## src/rtl/core/height_to_normal_map_top_assert.svh

```systemverilog
// Assertion macros used by the normal-map RTL back end, hnm_back.
// Both macros sample on clk and are disabled while rst_n is low.
`ifndef HEIGHT_TO_NORMAL_MAP_TOP_ASSERT_SVH
`define HEIGHT_TO_NORMAL_MAP_TOP_ASSERT_SVH

// Same-cycle implication
`define HNM_ASSERT_HOLD(lbl, cond, cons, msg) \
  lbl: assert property (@(posedge clk) disable iff (!rst_n) (cond) |-> (cons)) \
    else $error(msg);

// Next-cycle implication
`define HNM_ASSERT_NEXT(lbl, cond, cons, msg) \
  lbl: assert property (@(posedge clk) disable iff (!rst_n) (cond) |=> (cons)) \
    else $error(msg);

`endif

```

## src/rtl/core/hnm_pkg.sv

```systemverilog
// ----------------------------------------------------------------------------
// hnm_pkg
// Shared types and constants for the height-to-normal-map converter.
// ----------------------------------------------------------------------------
package hnm_pkg;

  localparam int MAX_WIDTH = 4096;
  localparam int MAX_ROWS  = 4096;
  localparam int AW        = $clog2(MAX_WIDTH);
  localparam int CFG_W     = 13;

  // Register indexes on the configuration port
  localparam logic [1:0] CFG_IDX_WIDTH  = 2'd0;
  localparam logic [1:0] CFG_IDX_HEIGHT = 2'd1;
  localparam logic [1:0] CFG_IDX_ALPHA  = 2'd2;

  // Arithmetic sizes
  localparam int SLOPE_W   = 11;   // 3 * (a - b), signed
  localparam int SUM_W     = 21;   // dx^2 + dy^2 + 65025
  localparam int RAD_W     = 54;   // sum << 32, padded to even
  localparam int ROOT_W    = 27;
  localparam int SREM_W    = 29;
  localparam int NUM_W     = 42;   // magnitude << 32
  localparam int QUO_W     = 18;
  localparam int STEP_W    = 6;
  localparam int SQRT_STEPS = RAD_W / 2;
  localparam int DIV_STEPS  = NUM_W;
  localparam logic [ROOT_W-1:0] LQ_MIN   = ROOT_W'(255 * 65536);
  localparam logic [QUO_W-1:0]  Q_Z_MAX  = QUO_W'(65536);
  localparam logic [SUM_W-1:0]  SUM_BIAS = SUM_W'(65025);

  typedef struct packed {
    logic       mode;
    logic [7:0] height_sample;
  } hnm_in_t;

  typedef struct packed {
    logic [7:0] normal_x;
    logic [7:0] normal_y;
    logic [7:0] normal_z;
    logic [7:0] alpha_out;
    logic       frame_last;
  } hnm_out_t;

  // One pixel handed from the front to the back
  typedef struct packed {
    logic [7:0] center;
    logic [7:0] right;
    logic [7:0] below;
    logic [7:0] alpha;
    logic       last;
  } hnm_job_t;

  typedef struct packed {
    logic [CFG_W-1:0] width;
    logic [CFG_W-1:0] height;
    logic             alpha_en;
    logic             restart;
  } hnm_cfg_t;

  typedef enum logic [1:0] {F_IDLE, F_RD0, F_RD1} hnm_fstate_t;
  typedef enum logic [2:0] {B_IDLE, B_SUM, B_SQRT, B_DIV, B_DONE} hnm_bstate_t;

endpackage

```

## src/rtl/core/hnm_queue.sv

```systemverilog
// ----------------------------------------------------------------------------
// hnm_queue
// Two-entry job queue between the front and the back.
// ----------------------------------------------------------------------------
module hnm_queue
  import hnm_pkg::*;
(
  input  logic     clk,
  input  logic     rst_n,
  input  logic     wr_en,
  input  hnm_job_t wr_job,
  output logic     q_full,
  input  logic     rd_en,
  output hnm_job_t rd_job,
  output logic     q_empty
);

  hnm_job_t   slot_r [2];
  logic       wptr_r, rptr_r;
  logic [1:0] cnt_r;

  assign q_full  = (cnt_r == 2'd2);
  assign q_empty = (cnt_r == 2'd0);
  assign rd_job  = slot_r[rptr_r];

  // Hold payload
  always_ff @(posedge clk) begin
    if (wr_en && !q_full) begin
      slot_r[wptr_r] <= wr_job;
    end
  end

  // Advance pointers and fill count
  always_ff @(posedge clk) begin
    if (!rst_n) begin
      wptr_r <= 1'b0;
      rptr_r <= 1'b0;
      cnt_r  <= 2'd0;
    end else begin
      if (wr_en && !q_full) begin
        wptr_r <= ~wptr_r;
      end
      if (rd_en && !q_empty) begin
        rptr_r <= ~rptr_r;
      end
      cnt_r <= cnt_r + 2'((wr_en && !q_full) ? 1 : 0) - 2'((rd_en && !q_empty) ? 1 : 0);
    end
  end

endmodule

```

## config.mk

```make
export PLATFORM = sky130hd
export DESIGN_NAME = hnm_queue
export DESIGN_NICKNAME = d
export VERILOG_FILES = /design/src/rtl/core/height_to_normal_map_top_assert.svh /design/src/rtl/core/hnm_pkg.sv /design/src/rtl/core/hnm_queue.sv
export SDC_FILE = /design/constraint.sdc
export NUM_CORES = 1
export LEC_CHECK = 0
export BUFFER_PORTS_ARGS = -buffer_cell sky130_fd_sc_hd__buf_2
export CAP_MARGIN = 20
export CORE_MARGIN = 2
export CORE_UTILIZATION = 45
export DETAILED_ROUTE_END_ITERATION = 7
export MAX_ROUTING_LAYER = met4
export PLACE_DENSITY_LB_ADDON = 0.05
export SYNTH_ARGS = -nofsm -noshare
export SYNTH_HDL_FRONTEND = slang
export SYNTH_SLANG_ARGS = --single-unit
```

## constraint.sdc

```tcl
create_clock -name clk -period 3 [get_ports clk]
set_input_delay 0.15 -clock clk [delete_from_list [all_inputs] [get_ports clk]]
set_output_delay 0.15 -clock clk [all_outputs]
set_load 0.1 [all_outputs]
```

== Word-level counts from Yosys, hierarchy flattened ==
Memory sizes are Yosys's and may differ from the RTL's. A register that Yosys moved wholly into a read port is not among the register bits.
Cells that the tools add are included.
W data, S select, Z words.

* Bits in registers: 4
* RAM bits: 66
* Output and inout port bits: 35
* Memories: 1

* Add/sub/neg operators: 2
* Equal/unequal tests: 1
* Mux-type cells: 6
* Bitwise operators: 2
* Reduce and logical (&&, ||, !) cells: 5

{| class="wikitable"
|+ Memories
! name !! words !! bits a word !! rd ports !! clocked after Yosys merged registers in !! wr ports !! RTL line !! RTL
|-
| slot_r || 2 || 33 || 1 || 1 || 1 || hnm_queue.sv:18 || <nowiki>hnm_job_t slot_r [2];</nowiki>
|}

{| class="wikitable"
|+ Operator list
! operator !! number
|-
| $mux W1 || 6
|-
| $add A2 B1 Y2 || 1
|-
| $eq A2 B2 Y1 const B || 1
|-
| $logic_and A1 B1 Y1 || 2
|-
| $logic_not A1 Y1 || 2
|-
| $logic_not A2 Y1 || 1
|-
| $not A1 Y1 || 2
|-
| $sub A2 B1 Y2 || 1
|}

== Longest topological paths before layout ==
Gate-level depths: netlist of the first run.

* Depth in word-level cells: 6
* Depth in mapped cells: 8

== Worst setup path after synthesis of the first run ==
No wires, ideal clock.

* Path type: register to register
* Start: reg cnt_r[0]
* End: mem slot_r[0][0] (netlist name), enable pin
* Arrival time: 1.985 ns
* Path slack: 0.592 ns
* Stages on the path, launching flop included: 4
* Clock period less this slack: 2.408 ns
* Cells stage by stage: dfxtp_1 > nand2b_1 > nand2_1 > nor2_1

* Word-level cells in the longest chain between the ends: 5

{| class="wikitable"
|+ Ends and longest elaborated chain
! item !! RTL line !! RTL
|-
| from (decl) || hnm_queue.sv:20 || <nowiki>logic [1:0] cnt_r;</nowiki>
|-
| from (signal assigned) || hnm_queue.sv:46 || <nowiki>cnt_r <= cnt_r + 2'((wr_en && !q_full) ? 1 : 0) - 2'((rd_en && !q_empty) ? 1 : 0);</nowiki>
|-
| $eq A2 B2 Y1 || hnm_queue.sv:22 || <nowiki>assign q_full = (cnt_r == 2'd2);</nowiki>
|-
| $logic_not A1 Y1 || hnm_queue.sv:28 || <nowiki>if (wr_en && !q_full) begin</nowiki>
|-
| $logic_and A1 B1 Y1 || hnm_queue.sv:28 ||
|-
| $mux W1 || hnm_queue.sv:28 ||
|-
| $mux W1 (implied by the code) || hnm_queue.sv:29 || <nowiki>slot_r[wptr_r] <= wr_job;</nowiki>
|-
| to (decl) || hnm_queue.sv:18 ||
|}

No other way between the ends.

==> summary.txt, run 1 <==
Run status
  • Status: complete, no violations

STA
  • Crit path time final: 2210 ps
  • Worst-Margin Slew: 973 ps
  • Clk_skew: approximately 4.1 ps
  • Fmax: 453 MHz
  • # setup viols final: 0
  • Max-slew violation count: 0
  • Final Cycle Share: 0.736
  • Final Hold Viols: 0
  • RSZ-0062 raised after global routing: false
  • Rel. slew slack: 0.350
  • Final Worst Setup Slack: a little under 800 ps
  • Setup TNS: 0 ps

Clocking
  • Root Driver: clkbuf_8
  • Post-CTS Resized: 0
  • H-tree lvl count: 3
  • Worst skew pair latency: 330 ps
  • CTS Buffer Depth: 2
  • Sink Count: 71
  • Clk slew on worst S/H paths: 70 ps
  • CTS tree: yes
  • Num CTS Buffers: 9

Final layout
  • Area growth, synth to finish: 31.7%
  • Multi-input gate area: 621 sq um
  • Final net count: roughly 270
  • # diodes: 0
  • Fillers: ~460
  • Fraction of final layout cells with drive strength greater than 1: 0.500
  • Sequential Area: 0.00208 sq mm
  • Final core occ: 0.617

Detailed routing
  • Vias: ~1400
  • Vias/cell: 4.60
  • Initial DRC count: 84
  • Drt drc: 0
  • Final ANT Viol Nets: 0
  • TritonRoute pass-1 iters: 4
  • Wirelength per Cell: 14.7 um
  • WL final: between 4000 and 5000 um

Global route
  • Global-route wire length before repair: 6640 um
  • Grt ovf: 0
  • Largest net degree at the start of global routing: 34
  • GR Util All Layers: 0.143
  • Vias in the first global route: 1431
  • Initial antenna violation count: 0

Setup path
  • Critical setup path kind: flip-flop to output port
  • CP Cell Sequence: buf_4 > mux2_4 > buf_2
  • Slowest stage delay, CP: 660 ps
  • Critical Path Source Type: flip-flop
  • CP Data Arrival Time: ~2000 ps
  • CP max-delay cell: dfxtp_2
  • Worst EP required: 2850 ps
  • CP max FO: 17
  • Setup crit end kind: output port

Pwr
  • LEAKAGE: 1.46 nW
  • Power Density: 1050 mW/mm^2
  • Worst-case vdd ir drop: 0.000664 V

Floorplan
  • CORE AREA: 0.00592 sq mm
  • I/O Pins: 72
  • Die X: 82.5 um
  • Die Ht: 82.5 um
  • Die ar.: 0.00681 sq mm
  • Rows: 28
  • Initial Utilization: 0.468

Yosys
  • Synthesized cell area: between 0.002 and 0.003 sq mm
  • Post-synthesis sequential area ratio: 0.751
  • Syn Area/Cell: 21.7 sq um
  • Synth warn: 0
  • Synthesized instance count: ~130
  • Netlist cell types: 17
  • Flops & latches, synth: 71
  • Synth Net Count: 167

Place
  • RePlAce Congestion: 0.648
  • PortBufs: 71
  • Post-Place Worst Slack: 1130 ps

Run
  • # Max-Cap Violations: 0

Worst hold path
  • HP Class: primary input to flip-flop
[cell usage in the layout (no fill, tap or decap), drive strengths merged]
| master | instances |
|---|---|
| and2 | 2 |
| nand2b | 2 |
| clkinv | 3 |
| inv | 2 |
| nor2b | 2 |
| ha | 2 |
| edfxtp | 66 |
| and3 | 1 |
| clkbuf | 11 |
| o21a | 1 |
| bufinv | 2 |
| buf | 72 |
| mux2i | 1 |
| dfxtp | 5 |
| nand2 | 2 |
| mux2 | 33 |
| dlygate4sd3 | 28 |
| xnor2 | 3 |
| nor2 | 2 |
[final timing paths]
kind              start            end  slack (ps)  depth (start not counted)
max           flip-flop     rd_job[21]         790                          3
min          wr_job[15]  slot_r[0][15]          20                          1
max reg2reg    cnt_r[0]   slot_r[0][4]        1180                          3
min reg2reg      wptr_r         wptr_r         520                          2
[critical path, delay by kind of cell, from the launching register on]
| family | cells | cell delay (ps) |
|---|---|---|
| multiplexers | 1 | 220 |
| flip-flops | 1 | 660 |
| buffers and inverters | 2 | 830 |
[per-layer routing]
layer / up-vias / global-route usage / part of all wire
met5: - / - / 0
met4: 0 / 0.0492 / 0.0022
met3: 2 / 0.0543 / 0.058
met2: 54 / 0.237 / 0.54
met1: 689 / 0.160 / 0.40
li1: 704 / - / -
[state kept, by name, summed over array words and instances (netlist names), named ones only]
signal and flops:
rptr_r 1, slot_r 66, wptr_r 1, cnt_r 2
[final cells by class]
type / instances / area share
Clock buffer: 11 / 0.0360
Tap cell: 75 / 0.0257
Inverter: 2 / 0.00206
Sequential cell: 71 / 0.570
Clock inverter: 5 / 0.0199
Timing Repair Buffer: 100 / 0.176
Multi-Input combinational cell: 51 / 0.170
[cells in the mapped netlist (all sizes together)]
cell type	n	area, sq um
and2	2	12.5
nor2	2	7.51
nand2	2	7.51
edfxtp	66	1980
o21a	1	7.51
buf	4	71.3
inv	2	7.51
dfxtp	5	100
mux2i	1	10.0
and3	1	6.26
mux2	33	484
nand2b	2	12.5
nor2b	2	12.5
xnor2	3	26.3
ha	2	25.0
[power breakdown]
part,internal (W),switching (W)
registers,0.00125,0.0000788
clock network,0.000462,0.000322
logic,0.000401,0.00133
[cells by family after synthesis]
group	share of synthesized area
flip-flops	0.751
multiplexers	0.178
AND/OR/NAND/NOR	0.0212
buffers and inverters	0.0284
XOR/XNOR	0.00948
adder cells (fa/ha/maj)	0.00902
AO/OA/AOI/OAI	0.00271
[metrics by stage]
step                power [W]  hold slack, ps  instances  instance area [sq um]
floorplan             0.00291             249        128                   2770
global placement      0.00305             337        271                   3170
detailed placement    0.00307             341        271                   3170
CTS                   0.00387           0.569        309                   3590
global route          0.00401            2.20        315                   3650
finish                0.00385            23.6        315                   3650
[what timing repair did]
item / CTS / global route
endpoints found under the hold margin: 43 / 12
hold buffers: 22 / 6
setup buffers: 0 / 0
No activity file was read; power rests on OpenSTA's default activity.
==> run 2, diff against run 1 <==
- clock period: 3 -> 1.9 ns (I/O delays scaled with it)
==> run 2 against run 1 <==
Effect of this change: clock power increased by 57%; critical path depth is the same; first-iteration DRC count decreased by 46%; sequential share of layout area is 1.4 points lower.
==> summary.txt, run 2 (same netlist as run 1, synthesis figures left out) <==
Run status
  • Status: complete, no violations

Setup path
  • CP Data Arrival Time: roughly 1700 ps
  • Setup crit end kind: output port
  • CP Cell Sequence: buf_4 > mux2_2 > buf_2
  • Worst EP required: 1800 ps
  • CP max-delay cell: mux2_2
  • Worst path bufs/invs: 2
  • Critical setup path kind: flip-flop to output port
  • Slowest stage delay, CP: 370 ps
  • Critical Path Source Type: flip-flop
  • CP max FO: 20
  • CP top delay family: buffers and inverters

Global route
  • Global-route wire length before repair: 6890 um
  • GR Util All Layers: 0.148
  • Initial antenna violation count: 0
  • Largest net degree at the start of global routing: 21
  • Grt ovf: 0
  • Vias in the first global route: around 1500

Final layout
  • Final net count: 284
  • Commonest non-fill, non-tap cell in the layout: buf_2
  • Final cell count without fillers: 325
  • Post-layout instance area: 0.00374 sq mm
  • Fraction of final layout cells with drive strength greater than 1: 0.508
  • Top Registers: slot_r: 66 flops, cnt_r: 2 flops
  • Max FFs per register: 66
  • Most frequent cells in the layout: 71 x buf_2, 66 x edfxtp_1, 33 x dlygate4sd3_1
  • # diodes: 0
  • Biggest register: slot_r
  • Final core occ: 0.632
  • Fillers: 446
  • Area growth, synth to finish: 35.0%

Detailed routing
  • Wirelength per Cell: 13.7 um
  • Initial DRC count: 45
  • Met2 wire length: 2470 um
  • Metal-1 WL: 1680 um
  • Vias: 1474
  • Met3 routed WL: 228 um
  • Drt drc: 0
  • Vias/cell: between 4 and 5
  • WL final: 4460 um
  • TritonRoute pass-1 iters: 4
  • Final ANT Viol Nets: 0
  • Top sig layer: met4

Pwr
  • Switching share of power: 0.447
  • Clock power frac: 0.201
  • Sw power: 0.00273 W
  • Worst-case vdd ir drop: 0.000949 V
  • Internal: 0.00338 W
  • Power Density: about 1600 mW/mm^2
  • LEAKAGE: 1.51 nW
  • Logic pwr share: 0.465
  • Final Power: 0.00611 W
  • Sequential Power Share: 0.334

Clocking
  • Sink Count: approximately 70
  • H-tree lvl count: 3
  • Worst skew pair latency: 330 ps
  • Num CTS Buffers: 9
  • CTS Buffer Depth: 2
  • Clk slew on worst S/H paths: around 70 ps
  • CTS tree: yes
  • Root Driver: clkbuf_8

Floorplan
  • I/O Pins: between 70 and 80
  • Die Ht: 82.5 um
  • CORE AREA: 0.00592 sq mm
  • Die X: 82.5 um
  • Initial Utilization: 0.468
  • Rows: 28
  • Die ar.: 0.00681 sq mm

STA
  • Crit path time final: around 1700 ps
  • Final Hold Viols: 0
  • Fmax: 573 MHz
  • # setup viols final: 0
  • Setup TNS: 0 ps
  • Rel. slew slack: 0.667
  • Worst-Margin Slew: 503 ps
  • Final Cycle Share: 0.918
  • Max-slew violation count: 0
  • RSZ-0062 raised after global routing: false
  • Clk_skew: 5.89 ps

Place
  • Dpl cells: 276
  • PortBufs: 71
  • Area post-placement: 0.00321 sq mm
  • RePlAce Congestion: 0.619

Run
  • # Max-Cap Violations: 0

Worst hold path
  • HP Class: primary input to flip-flop
==> run 2: cell types whose count changed in the layout (fill, tap and decap cells not counted), sizes merged <==
cell,change
buf,+5
clkinv,-1
clkbuf,+1
dlygate4sd3,+5
==> run 2: power groups by stage <==
stage	logic [W]	clock network (W)	registers, W
finish	0.00284	0.00123	0.00204
global route	0.00296	0.00135	0.00206
CTS	0.00287	0.00127	0.00204
detailed placement	0.00281	0	0.00208
global placement	0.00277	0	0.00206
floorplan	0.00253	0	0.00206
==> run 2: final timing paths <==
check                                from   endpoint  slack (ps)  cells after the start
worst max-delay path            flip-flop  rd_job[1]         160                      3
worst min-delay path                rst_n   cnt_r[0]          40                      2
worst max register to register   cnt_r[0]   cnt_r[1]         180                      8
worst min register to register     wptr_r     wptr_r         540                      2
==> run 2: layout make-up <==
class	count	area, sq um	area share
Timing Repair Buffer	110	731	0.195
Multi-Input combinational cell	51	623	0.166
Clock buffer	12	135	0.0361
Clock inverter	4	70.1	0.0187
Sequential cell	71	2080	0.556
Tap cell	75	93.8	0.0251
Inverter	2	7.51	0.00201
==> run 2: through the flow <==
step / setup slack, ps / hold slack (ps)
global route: 38.6 / 42.7
CTS: 117 / 23.4
floorplan: 33.7 / 194
detailed placement: 140 / 286
global placement: 279 / 283
finish: 155 / 38.4
==> run 2: timing repair <==
| item | 4_1_cts | 5_1_grt |
|---|---|---|
| setup buffers | 0 | 0 |
| hold buffers | 33 | 0 |
| endpoints found under the setup margin | 0 | 1 |
| endpoints found under the hold margin | 66 | 0 |
| resized for setup | 0 | 1 |
==> run 2: routing by layer <==
metal	vias up	global-route usage
met3	10	0.0380
met5	-	-
li1	721	-
met2	42	0.248
met4	0	0.0918
met1	701	0.156
