File: src/rtl/core/height_to_normal_map_top_assert.svh
// Assertion macros used by the normal-map RTL back end, hnm_back.
// Both macros sample on clk and are disabled while rst_n is low.
`ifndef HEIGHT_TO_NORMAL_MAP_TOP_ASSERT_SVH
`define HEIGHT_TO_NORMAL_MAP_TOP_ASSERT_SVH

// Same-cycle implication
`define HNM_ASSERT_HOLD(lbl, cond, cons, msg) \
  lbl: assert property (@(posedge clk) disable iff (!rst_n) (cond) |-> (cons)) \
    else $error(msg);

// Next-cycle implication
`define HNM_ASSERT_NEXT(lbl, cond, cons, msg) \
  lbl: assert property (@(posedge clk) disable iff (!rst_n) (cond) |=> (cons)) \
    else $error(msg);

`endif

File: src/rtl/core/hnm_pkg.sv
// ----------------------------------------------------------------------------
// hnm_pkg
// Shared types and constants for the height-to-normal-map converter.
// ----------------------------------------------------------------------------
package hnm_pkg;

  localparam int MAX_WIDTH = 4096;
  localparam int MAX_ROWS  = 4096;
  localparam int AW        = $clog2(MAX_WIDTH);
  localparam int CFG_W     = 13;

  // Register indexes on the configuration port
  localparam logic [1:0] CFG_IDX_WIDTH  = 2'd0;
  localparam logic [1:0] CFG_IDX_HEIGHT = 2'd1;
  localparam logic [1:0] CFG_IDX_ALPHA  = 2'd2;

  // Arithmetic sizes
  localparam int SLOPE_W   = 11;   // 3 * (a - b), signed
  localparam int SUM_W     = 21;   // dx^2 + dy^2 + 65025
  localparam int RAD_W     = 54;   // sum << 32, padded to even
  localparam int ROOT_W    = 27;
  localparam int SREM_W    = 29;
  localparam int NUM_W     = 42;   // magnitude << 32
  localparam int QUO_W     = 18;
  localparam int STEP_W    = 6;
  localparam int SQRT_STEPS = RAD_W / 2;
  localparam int DIV_STEPS  = NUM_W;
  localparam logic [ROOT_W-1:0] LQ_MIN   = ROOT_W'(255 * 65536);
  localparam logic [QUO_W-1:0]  Q_Z_MAX  = QUO_W'(65536);
  localparam logic [SUM_W-1:0]  SUM_BIAS = SUM_W'(65025);

  typedef struct packed {
    logic       mode;
    logic [7:0] height_sample;
  } hnm_in_t;

  typedef struct packed {
    logic [7:0] normal_x;
    logic [7:0] normal_y;
    logic [7:0] normal_z;
    logic [7:0] alpha_out;
    logic       frame_last;
  } hnm_out_t;

  // One pixel handed from the front to the back
  typedef struct packed {
    logic [7:0] center;
    logic [7:0] right;
    logic [7:0] below;
    logic [7:0] alpha;
    logic       last;
  } hnm_job_t;

  typedef struct packed {
    logic [CFG_W-1:0] width;
    logic [CFG_W-1:0] height;
    logic             alpha_en;
    logic             restart;
  } hnm_cfg_t;

  typedef enum logic [1:0] {F_IDLE, F_RD0, F_RD1} hnm_fstate_t;
  typedef enum logic [2:0] {B_IDLE, B_SUM, B_SQRT, B_DIV, B_DONE} hnm_bstate_t;

endpackage

File: src/rtl/core/hnm_back.sv
// ----------------------------------------------------------------------------
// hnm_back
// Computes one encoded normal per job: squared length, bit-serial square
// root, three parallel bit-serial divisions, then encode into the result.
// ----------------------------------------------------------------------------
module hnm_back
  import hnm_pkg::*;
(
  input  logic     clk,
  input  logic     rst_n,
  input  logic     q_empty,
  input  hnm_job_t q_job,
  output logic     q_rd,
  output logic     empty,
  input  logic     pop,
  output hnm_out_t out_data
);

  `include "height_to_normal_map_top_assert.svh"

  hnm_bstate_t state_r, state_nxt;
  logic signed [SLOPE_W-1:0] dx_r, dy_r;
  logic [7:0]        alpha_r;
  logic              last_r;
  logic [RAD_W-1:0]  rad_r;
  logic [SREM_W-1:0] srem_r;
  logic [ROOT_W-1:0] root_r;
  logic [STEP_W-1:0] cnt_r;
  logic [NUM_W-1:0]  num_r  [3];
  logic [ROOT_W-1:0] drem_r [3];
  logic [QUO_W-1:0]  q_r    [3];
  logic              neg_r  [3];
  logic              out_valid_r;
  hnm_out_t          out_r;

  logic              out_free, step_done;
  logic [SUM_W-1:0]  sum;
  logic [SREM_W+1:0] trial, tsub;
  logic [ROOT_W:0]   dcand [3];
  logic [9:0]        mag_x, mag_y;

  function automatic logic [7:0] encode(input logic [QUO_W-1:0] q, input logic neg);
    logic [24:0]        p;
    logic signed [26:0] v;
    p = {q, 7'b0} - 25'(q);
    v = neg ? (27'sd8388608 - $signed({2'b0, p})) : (27'sd8388608 + $signed({2'b0, p}));
    if (v < 0) begin
      encode = 8'd0;
    end else if (v[26:16] > 11'd255) begin
      encode = 8'd255;
    end else begin
      encode = v[23:16];
    end
  endfunction

  assign out_free  = !out_valid_r || pop;
  assign step_done = (cnt_r == '0);
  assign empty     = !out_valid_r;
  assign out_data  = out_r;

  // Next state
  always_comb begin
    state_nxt = state_r;
    case (state_r)
      B_IDLE:  if (!q_empty) state_nxt = B_SUM;
      B_SUM:   state_nxt = B_SQRT;
      B_SQRT:  if (step_done) state_nxt = B_DIV;
      B_DIV:   if (step_done) state_nxt = B_DONE;
      B_DONE:  if (out_free) state_nxt = B_IDLE;
      default: state_nxt = B_IDLE;
    endcase
  end

  // Datapath terms
  always_comb begin
    q_rd  = (state_r == B_IDLE) && !q_empty;
    sum   = SUM_W'(dx_r * dx_r) + SUM_W'(dy_r * dy_r) + SUM_BIAS;
    trial = {srem_r, rad_r[RAD_W-1 -: 2]};
    tsub  = {2'b0, root_r, 2'b01};
    mag_x = dx_r[SLOPE_W-1] ? 10'(-dx_r) : 10'(dx_r);
    mag_y = dy_r[SLOPE_W-1] ? 10'(-dy_r) : 10'(dy_r);
    for (int i = 0; i < 3; i++) begin
      dcand[i] = {drem_r[i], num_r[i][NUM_W-1]};
    end
  end

  // Work registers
  always_ff @(posedge clk) begin
    case (state_r)
      B_IDLE: begin
        dx_r    <= SLOPE_W'(3) * ($signed({3'b0, q_job.center}) - $signed({3'b0, q_job.right}));
        dy_r    <= SLOPE_W'(3) * ($signed({3'b0, q_job.center}) - $signed({3'b0, q_job.below}));
        alpha_r <= q_job.alpha;
        last_r  <= q_job.last;
      end
      B_SUM: begin
        rad_r  <= {1'b0, sum, 32'b0};
        srem_r <= '0;
        root_r <= '0;
        cnt_r  <= STEP_W'(SQRT_STEPS - 1);
      end
      B_SQRT: begin
        if (trial >= tsub) begin
          srem_r <= SREM_W'(trial - tsub);
          root_r <= {root_r[ROOT_W-2:0], 1'b1};
        end else begin
          srem_r <= SREM_W'(trial);
          root_r <= {root_r[ROOT_W-2:0], 1'b0};
        end
        rad_r <= {rad_r[RAD_W-3:0], 2'b00};
        if (step_done) begin
          num_r[0] <= {mag_y, 32'b0};
          num_r[1] <= {mag_x, 32'b0};
          num_r[2] <= {10'd255, 32'b0};
          neg_r[0] <= dy_r[SLOPE_W-1];
          neg_r[1] <= !dx_r[SLOPE_W-1] && (dx_r != '0);
          neg_r[2] <= 1'b0;
          for (int i = 0; i < 3; i++) begin
            drem_r[i] <= '0;
            q_r[i]    <= '0;
          end
          cnt_r <= STEP_W'(DIV_STEPS - 1);
        end else begin
          cnt_r <= cnt_r - STEP_W'(1);
        end
      end
      B_DIV: begin
        for (int i = 0; i < 3; i++) begin
          if (dcand[i] >= {1'b0, root_r}) begin
            drem_r[i] <= ROOT_W'(dcand[i] - {1'b0, root_r});
            q_r[i]    <= {q_r[i][QUO_W-2:0], 1'b1};
          end else begin
            drem_r[i] <= ROOT_W'(dcand[i]);
            q_r[i]    <= {q_r[i][QUO_W-2:0], 1'b0};
          end
          num_r[i] <= {num_r[i][NUM_W-2:0], 1'b0};
        end
        cnt_r <= cnt_r - STEP_W'(1);
      end
      default: ;
    endcase
    if (state_r == B_DONE && out_free) begin
      out_r.normal_x   <= encode(q_r[0], neg_r[0]);
      out_r.normal_y   <= encode(q_r[1], neg_r[1]);
      out_r.normal_z   <= encode(q_r[2], neg_r[2]);
      out_r.alpha_out  <= alpha_r;
      out_r.frame_last <= last_r;
    end
  end

  // Control state
  always_ff @(posedge clk) begin
    if (!rst_n) begin
      state_r     <= B_IDLE;
      out_valid_r <= 1'b0;
    end else begin
      state_r <= state_nxt;
      if (state_r == B_DONE && out_free) begin
        out_valid_r <= 1'b1;
      end else if (pop) begin
        out_valid_r <= 1'b0;
      end
    end
  end

  `HNM_ASSERT_NEXT(a_lq_floor, state_r == B_SQRT && step_done, root_r >= LQ_MIN, "length below floor")
  `HNM_ASSERT_HOLD(a_div_rem, state_r == B_DIV, drem_r[0] < root_r && drem_r[1] < root_r && drem_r[2] < root_r, "division remainder out of range")
  `HNM_ASSERT_HOLD(a_qz_bound, state_r == B_DONE, q_r[2] <= Q_Z_MAX, "z quotient too large")

endmodule

File: config.mk
export PLATFORM = sky130hd
export DESIGN_NAME = hnm_back
export DESIGN_NICKNAME = d
export VERILOG_FILES = /design/src/rtl/core/hnm_pkg.sv /design/src/rtl/core/hnm_back.sv
export VERILOG_INCLUDE_DIRS = /design/src /design/src/rtl/core
export SDC_FILE = /design/constraint.sdc
export NUM_CORES = 1
export LEC_CHECK = 0
export BUFFER_PORTS_ARGS = -buffer_cell sky130_fd_sc_hd__buf_2
export CORE_ASPECT_RATIO = 0.9
export CORE_MARGIN = 10
export CORE_UTILIZATION = 25
export DETAILED_ROUTE_END_ITERATION = 16
export GPL_ROUTABILITY_DRIVEN = 0
export GPL_TIMING_DRIVEN = 0
export PLACE_DENSITY = 0.42
export SLEW_MARGIN = 15
export SYNTH_ARGS = -nofsm -noshare
export SYNTH_HDL_FRONTEND = slang
export SYNTH_SLANG_ARGS = --single-unit
export TNS_END_PERCENT = 1
File: constraint.sdc
create_clock -name clk -period 6.78 [get_ports clk]
set_input_delay 0.678 -clock clk [delete_from_list [all_inputs] [get_ports clk]]
set_output_delay 0.678 -clock clk [all_outputs]
set_load 0.01 [all_outputs]
# == Word level (Yosys, flattened, before mapping) ==
# Memories as Yosys holds them, arrays and structs flattened.
# Cells that the tools add are included.
# totals
ff_bits,184
mem_bits_rw,261
input_bits,37
output_inout_bits,35
wordCells,150
n_memories,4
# classes
n_addsub,20
mul,4
magnitude_cmp,10
n_eq_ne,8
n_mux,60
n_bitwise,15
n_reduce_logical,14
# mem_list
memory,words,word_bits,read_ports,rd_clocked_by_memory_dff,write_ports,line_no,text
num_r,3,41,3,0,3,hnm_back.sv:29,logic [NUM_W-1:0] num_r [3];
drem_r,3,27,3,0,3,hnm_back.sv:30,logic [ROOT_W-1:0] drem_r [3];
q_r,3,18,3,0,3,hnm_back.sv:31,logic [QUO_W-1:0] q_r [3];
neg_r,3,1,3,0,3,hnm_back.sv:32,logic neg_r [3];
# op_table
cell,count
27-bit 2-to-1 mux,9
41-bit 2-to-1 mux,3
18-bit 2-to-1 mux,6
54-bit case mux with 2 select lines,1
28-bit by 27-bit greater-or-equal comparator with 1-bit output,3
"27-bit by 1-bit < comparator with 1-bit output, second input constant",3
27-bit subtractor,3
"24-bit by 25-bit adder with 26-bit output, first input constant",3
"24-bit by 25-bit subtractor with 26-bit output, first input constant",3
25-bit by 18-bit subtractor with 25-bit output,3
29-bit case mux with 2 select lines,1
27-bit case mux with 2 select lines,1
11-bit by 11-bit multiplier with 21-bit output,2
"11-bit by 8-bit greater-than comparator with 1-bit output, second input constant",3
31-bit by 29-bit greater-or-equal comparator with 1-bit output,1
29-bit 2-to-1 mux,1
29-bit subtractor,1
1-bit 2-to-1 mux,26
8-bit 2-to-1 mux,3
"3-bit by 9-bit multiplier with 11-bit output, first input constant",2
"21-bit by 16-bit adder with 21-bit output, second input constant",1
21-bit adder,1
10-bit 2-to-1 mux,2
10-bit negation,2
20 further kinds,47

# == Longest topological paths before layout ==
# Gate-level depths: netlist of the first run.
# An unclocked memory read counts as a cell.
# logic_depth
ltp_word,7
mapped_depth,26
ltp_nobuf,24

# == Worst setup path after synthesis of the first run ==
# Ideal clock, no wire load.
# synth_path
path_kind,register to register
startpoint,register dy_r[10]
endpoint,"register rad_r[52], data pin"
setup_time_ns,0.268
arrival_ns,6.600
t_required_ns,6.512
path_slack_ns,-0.088
stages_incl_launch_ff,23
path_buffers,1
synth_period_minus_slack_ns,6.868
path_cell_list,edfxtp_1 -> clkbuf_1 -> inv_1 -> nor2_1 -> inv_1 -> fa_1 -> inv_1 -> fa_1 -> fa_1 -> fa_1 -> fa_1 -> fa_1 -> inv_1 -> fa_1 -> inv_1 -> ha_1 -> or2_2 -> a21oi_1 -> nor3_1 -> nor3_1 -> o41ai_1 -> xnor2_1 -> o21ai_0
# synth_between
elab_chain_cells,4
# synth_rtl
element,line_no,text
"start, declared",hnm_back.sv:22,"logic signed [SLOPE_W-1:0] dx_r, dy_r;"
"start signal, assigned",hnm_back.sv:92,"dy_r <= SLOPE_W'(3) * ($signed({3'b0, q_job.center}) - $signed({3'b0, q_job.below}));"
11-bit by 11-bit multiplier with 21-bit output,hnm_back.sv:77,sum = SUM_W'(dx_r * dx_r) + SUM_W'(dy_r * dy_r) + SUM_BIAS;
21-bit adder,hnm_back.sv:77,
21-bit by 16-bit adder with 21-bit output,hnm_back.sv:77,
54-bit case mux with 2 select lines,hnm_back.sv:89,case (state_r)
"end signal, assigned",hnm_back.sv:97,"rad_r <= {1'b0, sum, 32'b0};"
"end signal, assigned",hnm_back.sv:110,"rad_r <= {rad_r[RAD_W-3:0], 2'b00};"
"end, declared",hnm_back.sv:25,logic [RAD_W-1:0] rad_r;
# No other way between the ends. The select of a mux whose other input is x is not followed.
# A chain may end at the register's enable or synchronous reset.

# == Final worst setup path of the first run ==
# layout_path
startpoint,register dy_r[10]
endpoint,"register rad_r[50], data pin"
# The elaborated chain is that of the path after synthesis.

==> qor.yml, run 1 <==
run_status:
  outcome: "finished, final reports clean"
yosys:
  synth_most_common_cell: "inv_1"
  synthesis.area_um2: 31300
  synth.distinct_cells: 94
  synth_nets: 3856
  ys_top_cells_by_count: "inv_1, edfxtp_1, ha_1"
  ys_ff_latch: 319
  synthArstFlopShare_pct: 0
  synth_top_area_share_pct: 30.1
  synth_flop_cell: "edfxtp_1"
  netlist_instances: 3287
  yosysWarnings: 0
  yosys-top-cells-area: "edfxtp_1, fa_1, ha_1"
  synth_edf_count: 314
  synth.avg_cell_area_um2: 9.53
  yosysTopAreaCell: "edfxtp_1"
  ys_seq_area_share_pct: 30.4
sta:
  fin_crit_sh_pct: 98.7
  maxSlewHeadroom_pct: 34.9
  timing.final.crit_period_ns: 6.69
  skew_ns: 0.0266
  tightestPinTransition_ns: 0.976
  rsz0062_at_grt: "yes"
  finalSetupViolations: 0
  hold_violations: 0
  max_freq_mhz: 149
  slew_viol_final: 0
final_layout:
  drive_above_1_share_pct: 10.3
  area_growth_pct: 16.4
  fin_nets: 4041
  final_core_util_pct: 29.2
  fillCellCount: 13263
floorplanning:
  initial_core_util_pct: 25.1
  die_x_um: 393
  io_pins: 72
  core_area_um2: 125000
  rows: 123
  chipHeight_um: 356
  die-area_um2: 140000
grt:
  antenna_found_initial: 2
  overflow: 0
  grt_usage_pct: 12.4
  grt_max_degree: 52
  grt_pass1_wl_mm: 137
  grt_pass1_vias: 23380
clocking:
  ctsHoldBuffers: 0
  cts_tree: "yes"
  clk_latency_ns: 0.60
  path_clk_slew_ns: 0.06
  cts-root-buf: "clkbuf_16"
  ctsHtreeMaxLevel: 2
  clk_path_buf_depth: 3
  cts_sinks: 319
  numCtsBuffers: 42
detailed_routing:
  firstDrtPassIters: 7
  vias: 23695
  routed_wl_mm: 88.3
  routed_via_density: 4.56
  wl_per_cell_um: 17.0
  initialDrtViolationCount: 1438
  remaining_drc_errors: 0
  ant_nets: 0
critical_path:
  critPathArrivalTime_ns: 7.01
  crit_chain: "buf_8, clkinvlp_4, nor2_4, clkinvlp_4, fa_2, buf_6, fa_1, inv_1, fa_1, fa_1, fa_1, fa_1, inv_1, fa_1, inv_2, ha_4, or3_4, a211oi_4, nor3_4, o31ai_1, nand2_1, xnor2_2, o21ai_1"
  cp_max_fo: 6
  end_kind: "flip-flop"
  crit_path_frequent_cell: "fa_1"
  cp.required_ns: 7.09
  path_class: "flip-flop to flip-flop"
  critical_path.top_delay_family: "adder cells"
  setup.reg_to_reg.worst_slack_ns: 0.09
  critPathMaxStageDelay_ns: 0.60
  critPathLaunchType: "flip-flop"
  cp_num_buf_inv: 7
  cp_slowest_cell: "fa_1"
min_path:
  hold_class: "input pin to flip-flop"
placed_design:
  hpwl_mm: 66.9
  io_buffers: 71
flow_run:
  cap_violations: 0
## layout make-up
class	count	area (um2)	area share, %
Buffer	97	497	1.36
Clock inverter	27	256	0.703
Antenna cell	1	2.50	0.00686
Tap cell	1687	2110	5.79
Inverter	515	1970	5.39
Timing Repair Buffer	146	1110	3.06
Multi-Input combinational cell	2351	19900	54.6
Clock buffer	49	1080	2.95
Sequential cell	319	9530	26.1
## logic make-up after synthesis
| family | Yosys count | share of synthesized area, % |
|---|---|---|
| multiplexers | 53 | 1.70 |
| flip-flops | 319 | 30.4 |
| adder cells (fa/ha/maj) | 532 | 27.0 |
| other | 1 | 0.0120 |
| AND/OR/NAND/NOR | 905 | 14.2 |
| XOR/XNOR | 207 | 5.79 |
| AO/OA/AOI/OAI | 653 | 13.5 |
| buffers and inverters | 617 | 7.41 |
## cell usage in the layout, fill, tap and decap left out, types with 33 or more instances in the layout
cell type  Yosys  routed
a21o_1        68      68
a21oi_1      209     204
and2_1        47      46
and3_1        38      37
buf_2          6      78
buf_4          0      64
clkbuf_1      89      74
clkbuf_16      0      42
edfxtp_1     314     314
fa_1         240     230
ha_1         292     279
inv_1        514     496
mux2i_1       51      51
nand2_1      207     197
nand3_1       94      93
nor2_1       269     262
nor2b_1       33      33
nor3_1        69      66
o21ai_0      119     112
xnor2_1      147     143
xor2_1        60      59
## registers in the layout, indices dropped and copies added (netlist names)
signal	count
q_r	54
cnt_r	6
num_r	30
root_r	27
state_r	3
dy_r	11
out_valid_r	1
last_r	1
rad_r	22
dx_r	11
alpha_r	8
drem_r	81
out_data	33
neg_r	2
srem_r	29
## timing repair
action                                 in CTS  in global routing
setup buffers                              22                 41
endpoints found under the hold margin       0                  0
setup endpoints to repair                  11                  6
pin swaps                                  19                 52
gates resized for setup                    84                 88
cloned                                      0                  0
## per-stage QoR
stage	std cells	TNS, ns	cell area (um2)	worst slack (ns)	hold slack [ns]
after floorplan	3287	0	31300	0.00958	0.400
after global placement	5045	-447.74	33800	-2.54	0.401
after detailed placement	5057	-8.54	34100	-1.50	0.405
after CTS	5150	-0.0149	35900	-0.0149	0.222
after global routing	5192	-0.295	36500	-0.117	0.236
final	5192	0	36500	0.0868	0.269
## layer usage
layer	wire length (um)	vias to the layer above	global-route usage, %	part of all wire [%]
met5	0	-	0	0
met4	1610	0	2.84	1.8
li1	-	11696	-	-
met1	43700	11578	18.0	50
met2	39800	341	19.4	45
met3	3120	80	1.48	3.5
## worst paths after layout
check                   from           to  cells after the start
setup / recovery    dy_r[10]    rad_r[50]                     23
hold / removal      q_job[4]   alpha_r[3]                      1
setup reg to reg    dy_r[10]    rad_r[50]                     23
hold reg to reg   alpha_r[1]  out_data[2]                      0
## worst reg2reg max path, stage by stage, from the launching register on
cell and delay (ns):
edfxtp_1 0.41, buf_8 0.15, clkinvlp_4 0.15, nor2_4 0.19
clkinvlp_4 0.13, fa_2 0.49, buf_6 0.14, fa_1 0.49
inv_1 0.05, fa_1 0.47, fa_1 0.60, fa_1 0.46
fa_1 0.49, inv_1 0.05, fa_1 0.48, inv_2 0.05
ha_4 0.17, or3_4 0.34, a211oi_4 0.32, nor3_4 0.10
o31ai_1 0.26, nand2_1 0.12, xnor2_2 0.24, o21ai_1 0.08
Power of run 1 is left out: the tool's default activity adds up to more than one toggle a clock period on the data nets, which glitch-free logic cannot reach.
==> inputs of run 2 (changes only) <==
Settings changed: CORE_MARGIN 10 to 2.
==> run 2 against run 1 <==
Effect of this change:
- clock skew is 0.0030 ns lower
- core utilization is 0.13 points higher
- non-clock buffer count is 14 higher
- global-route usage is 1.1 points higher
==> qor.yml, run 2 (same netlist as run 1, synthesis figures left out) <==
run_status:
  outcome: "finished, final reports clean"
grt:
  antenna_found_initial: 0
  met2_usage_pct: 21.2
  overflow: 0
  met3_usage_pct: 1.48
  grt_pass1_wl_mm: 137
  grt_pass1_vias: 23665
  met1_usage_pct: 19.7
  busiest_layer: "met2"
  grt_max_degree: 53
  grt_usage_pct: 13.5
sta:
  tightestPinTransition_ns: 0.967
  hold_violations: 0
  timing.final.crit_period_ns: 6.63
  max_freq_mhz: 151
  rsz0062_at_grt: "yes"
  finalSetupViolations: 0
  holdWs_ns: 0.290
  fin_crit_sh_pct: 97.8
  maxSlewHeadroom_pct: 35.5
  slew_viol_final: 0
  skew_ns: 0.0236
  setup_tns_ns: 0
floorplanning:
  die-area_um2: 128000
  chipHeight_um: 340
  rows: 123
  io_pins: 72
  initial_core_util_pct: 25.1
  die_x_um: 377
  core_area_um2: 125000
clocking:
  ctsHtreeMaxLevel: 2
  cts_sinks: 319
  cts_tree: "yes"
  clk_path_buf_depth: 3
  path_clk_slew_ns: 0.06
  ctsHoldBuffers: 0
  cts-root-buf: "clkbuf_16"
  numCtsBuffers: 42
  clk_latency_ns: 0.58
placed_design:
  io_buffers: 71
  dpl_cell_area_um2: 33900
  hpwl_mm: 65.7
critical_path:
  path_class: "flip-flop to flip-flop"
  cp_max_fo: 8
  critPathLaunchType: "flip-flop"
  critPathArrivalTime_ns: 6.92
  rr_startpoint: "dy_r[10]"
  end_kind: "flip-flop"
  cp.required_ns: 7.07
  cp-startpoint: "dy_r[10]"
final_layout:
  diodes: 0
  final-seq-area_um2: 9530
  layout_common_cells: "inv_1, edfxtp_1, ha_1"
  multi_input_area_um2: 19900
  final_area_um2: 36600
  final_core_util_pct: 29.3
  fin_nets: 4055
  area_growth_pct: 16.8
  drive_above_1_share_pct: 11.0
  largest_reg_flops: 81
  largest-register: "drem_r"
  final_common_cell: "inv_1"
  fillCellCount: 13217
detailed_routing:
  routed_via_density: 4.60
  initialDrtViolationCount: 1424
  remaining_drc_errors: 0
  wl_per_cell_um: 16.9
  routed_wl_mm: 86.9
  firstDrtPassIters: 7
  ant_nets: 0
  vias: 23665
min_path:
  hold_class: "input pin to flip-flop"
  min_from: "q_job[4]"
flow_run:
  cap_violations: 0
==> run 2: cell types whose count changed in the layout (fill, tap and decap cells not counted), moves of 3 or more <==
cell        before  now
buf_16           7    3
buf_4           64   73
buf_6            8   14
bufinv_16        3    6
clkbuf_1        74   71
clkbuf_16       42   45
clkinv_1         8    3
clkinv_4         0    3
clkinvlp_4      14    9
inv_2           10   13
==> run 2: metrics by stage <==
stage | setup slack (ns) | instances
floorplan | 0.00958 | 3287
global placement | -2.25 | 4983
detailed placement | -1.63 | 4993
CTS | 0.00264 | 5105
global route | -0.127 | 5143
finish | 0.147 | 5143
==> run 2: path summary, 6_finish.rpt <==
check | slack (ns) | to | cells after the start
worst min-delay path | 0.29 | alpha_r[3] | 1
worst min register to register | 0.42 | out_data[6] | 0
worst max register to register | 0.15 | rad_r[52] | 23
worst max-delay path | 0.15 | rad_r[52] | 23
==> run 2: layer usage <==
layer  vias to the layer above  wire (um)
met1                     11520      43100
met5                         -          0
met3                        85       2730
met4                         0       1900
met2                       330      39200
li1                      11730          -
==> run 2: critical path: stages (launching register included) <==
cell and delay, ns:
edfxtp_1 0.46, buf_8 0.18, clkbuf_16 0.16, nand2_8 0.08, clkinvlp_4 0.12, fa_1 0.52, inv_1 0.05, fa_1 0.47
inv_1 0.05, fa_1 0.48, fa_2 0.57, fa_1 0.45, fa_1 0.54, inv_1 0.05, fa_1 0.49, inv_2 0.05
ha_4 0.28, and3_4 0.21, a211oi_4 0.08, nor3_4 0.26, nor3_2 0.07, o41ai_2 0.40, xnor2_2 0.21, o21ai_2 0.10
==> run 2: area by class of cell <==
type / count / area share, %
Multi-Input combinational cell: 2351 / 54.4
Sequential cell: 319 / 26.0
Tap cell: 1625 / 5.56
Inverter: 515 / 5.36
Timing Repair Buffer: 160 / 3.25
Clock buffer: 50 / 3.10
Buffer: 97 / 1.45
Clock inverter: 26 / 0.841
==> run 2: repair_timing <==
action                                  CTS  global route
cloned                                    0             0
pin swaps                                31            66
buffers inserted                         41            38
endpoints found under the setup margin   11             6
resized for setup                       105            81
Power of run 2 is left out for the same reason.
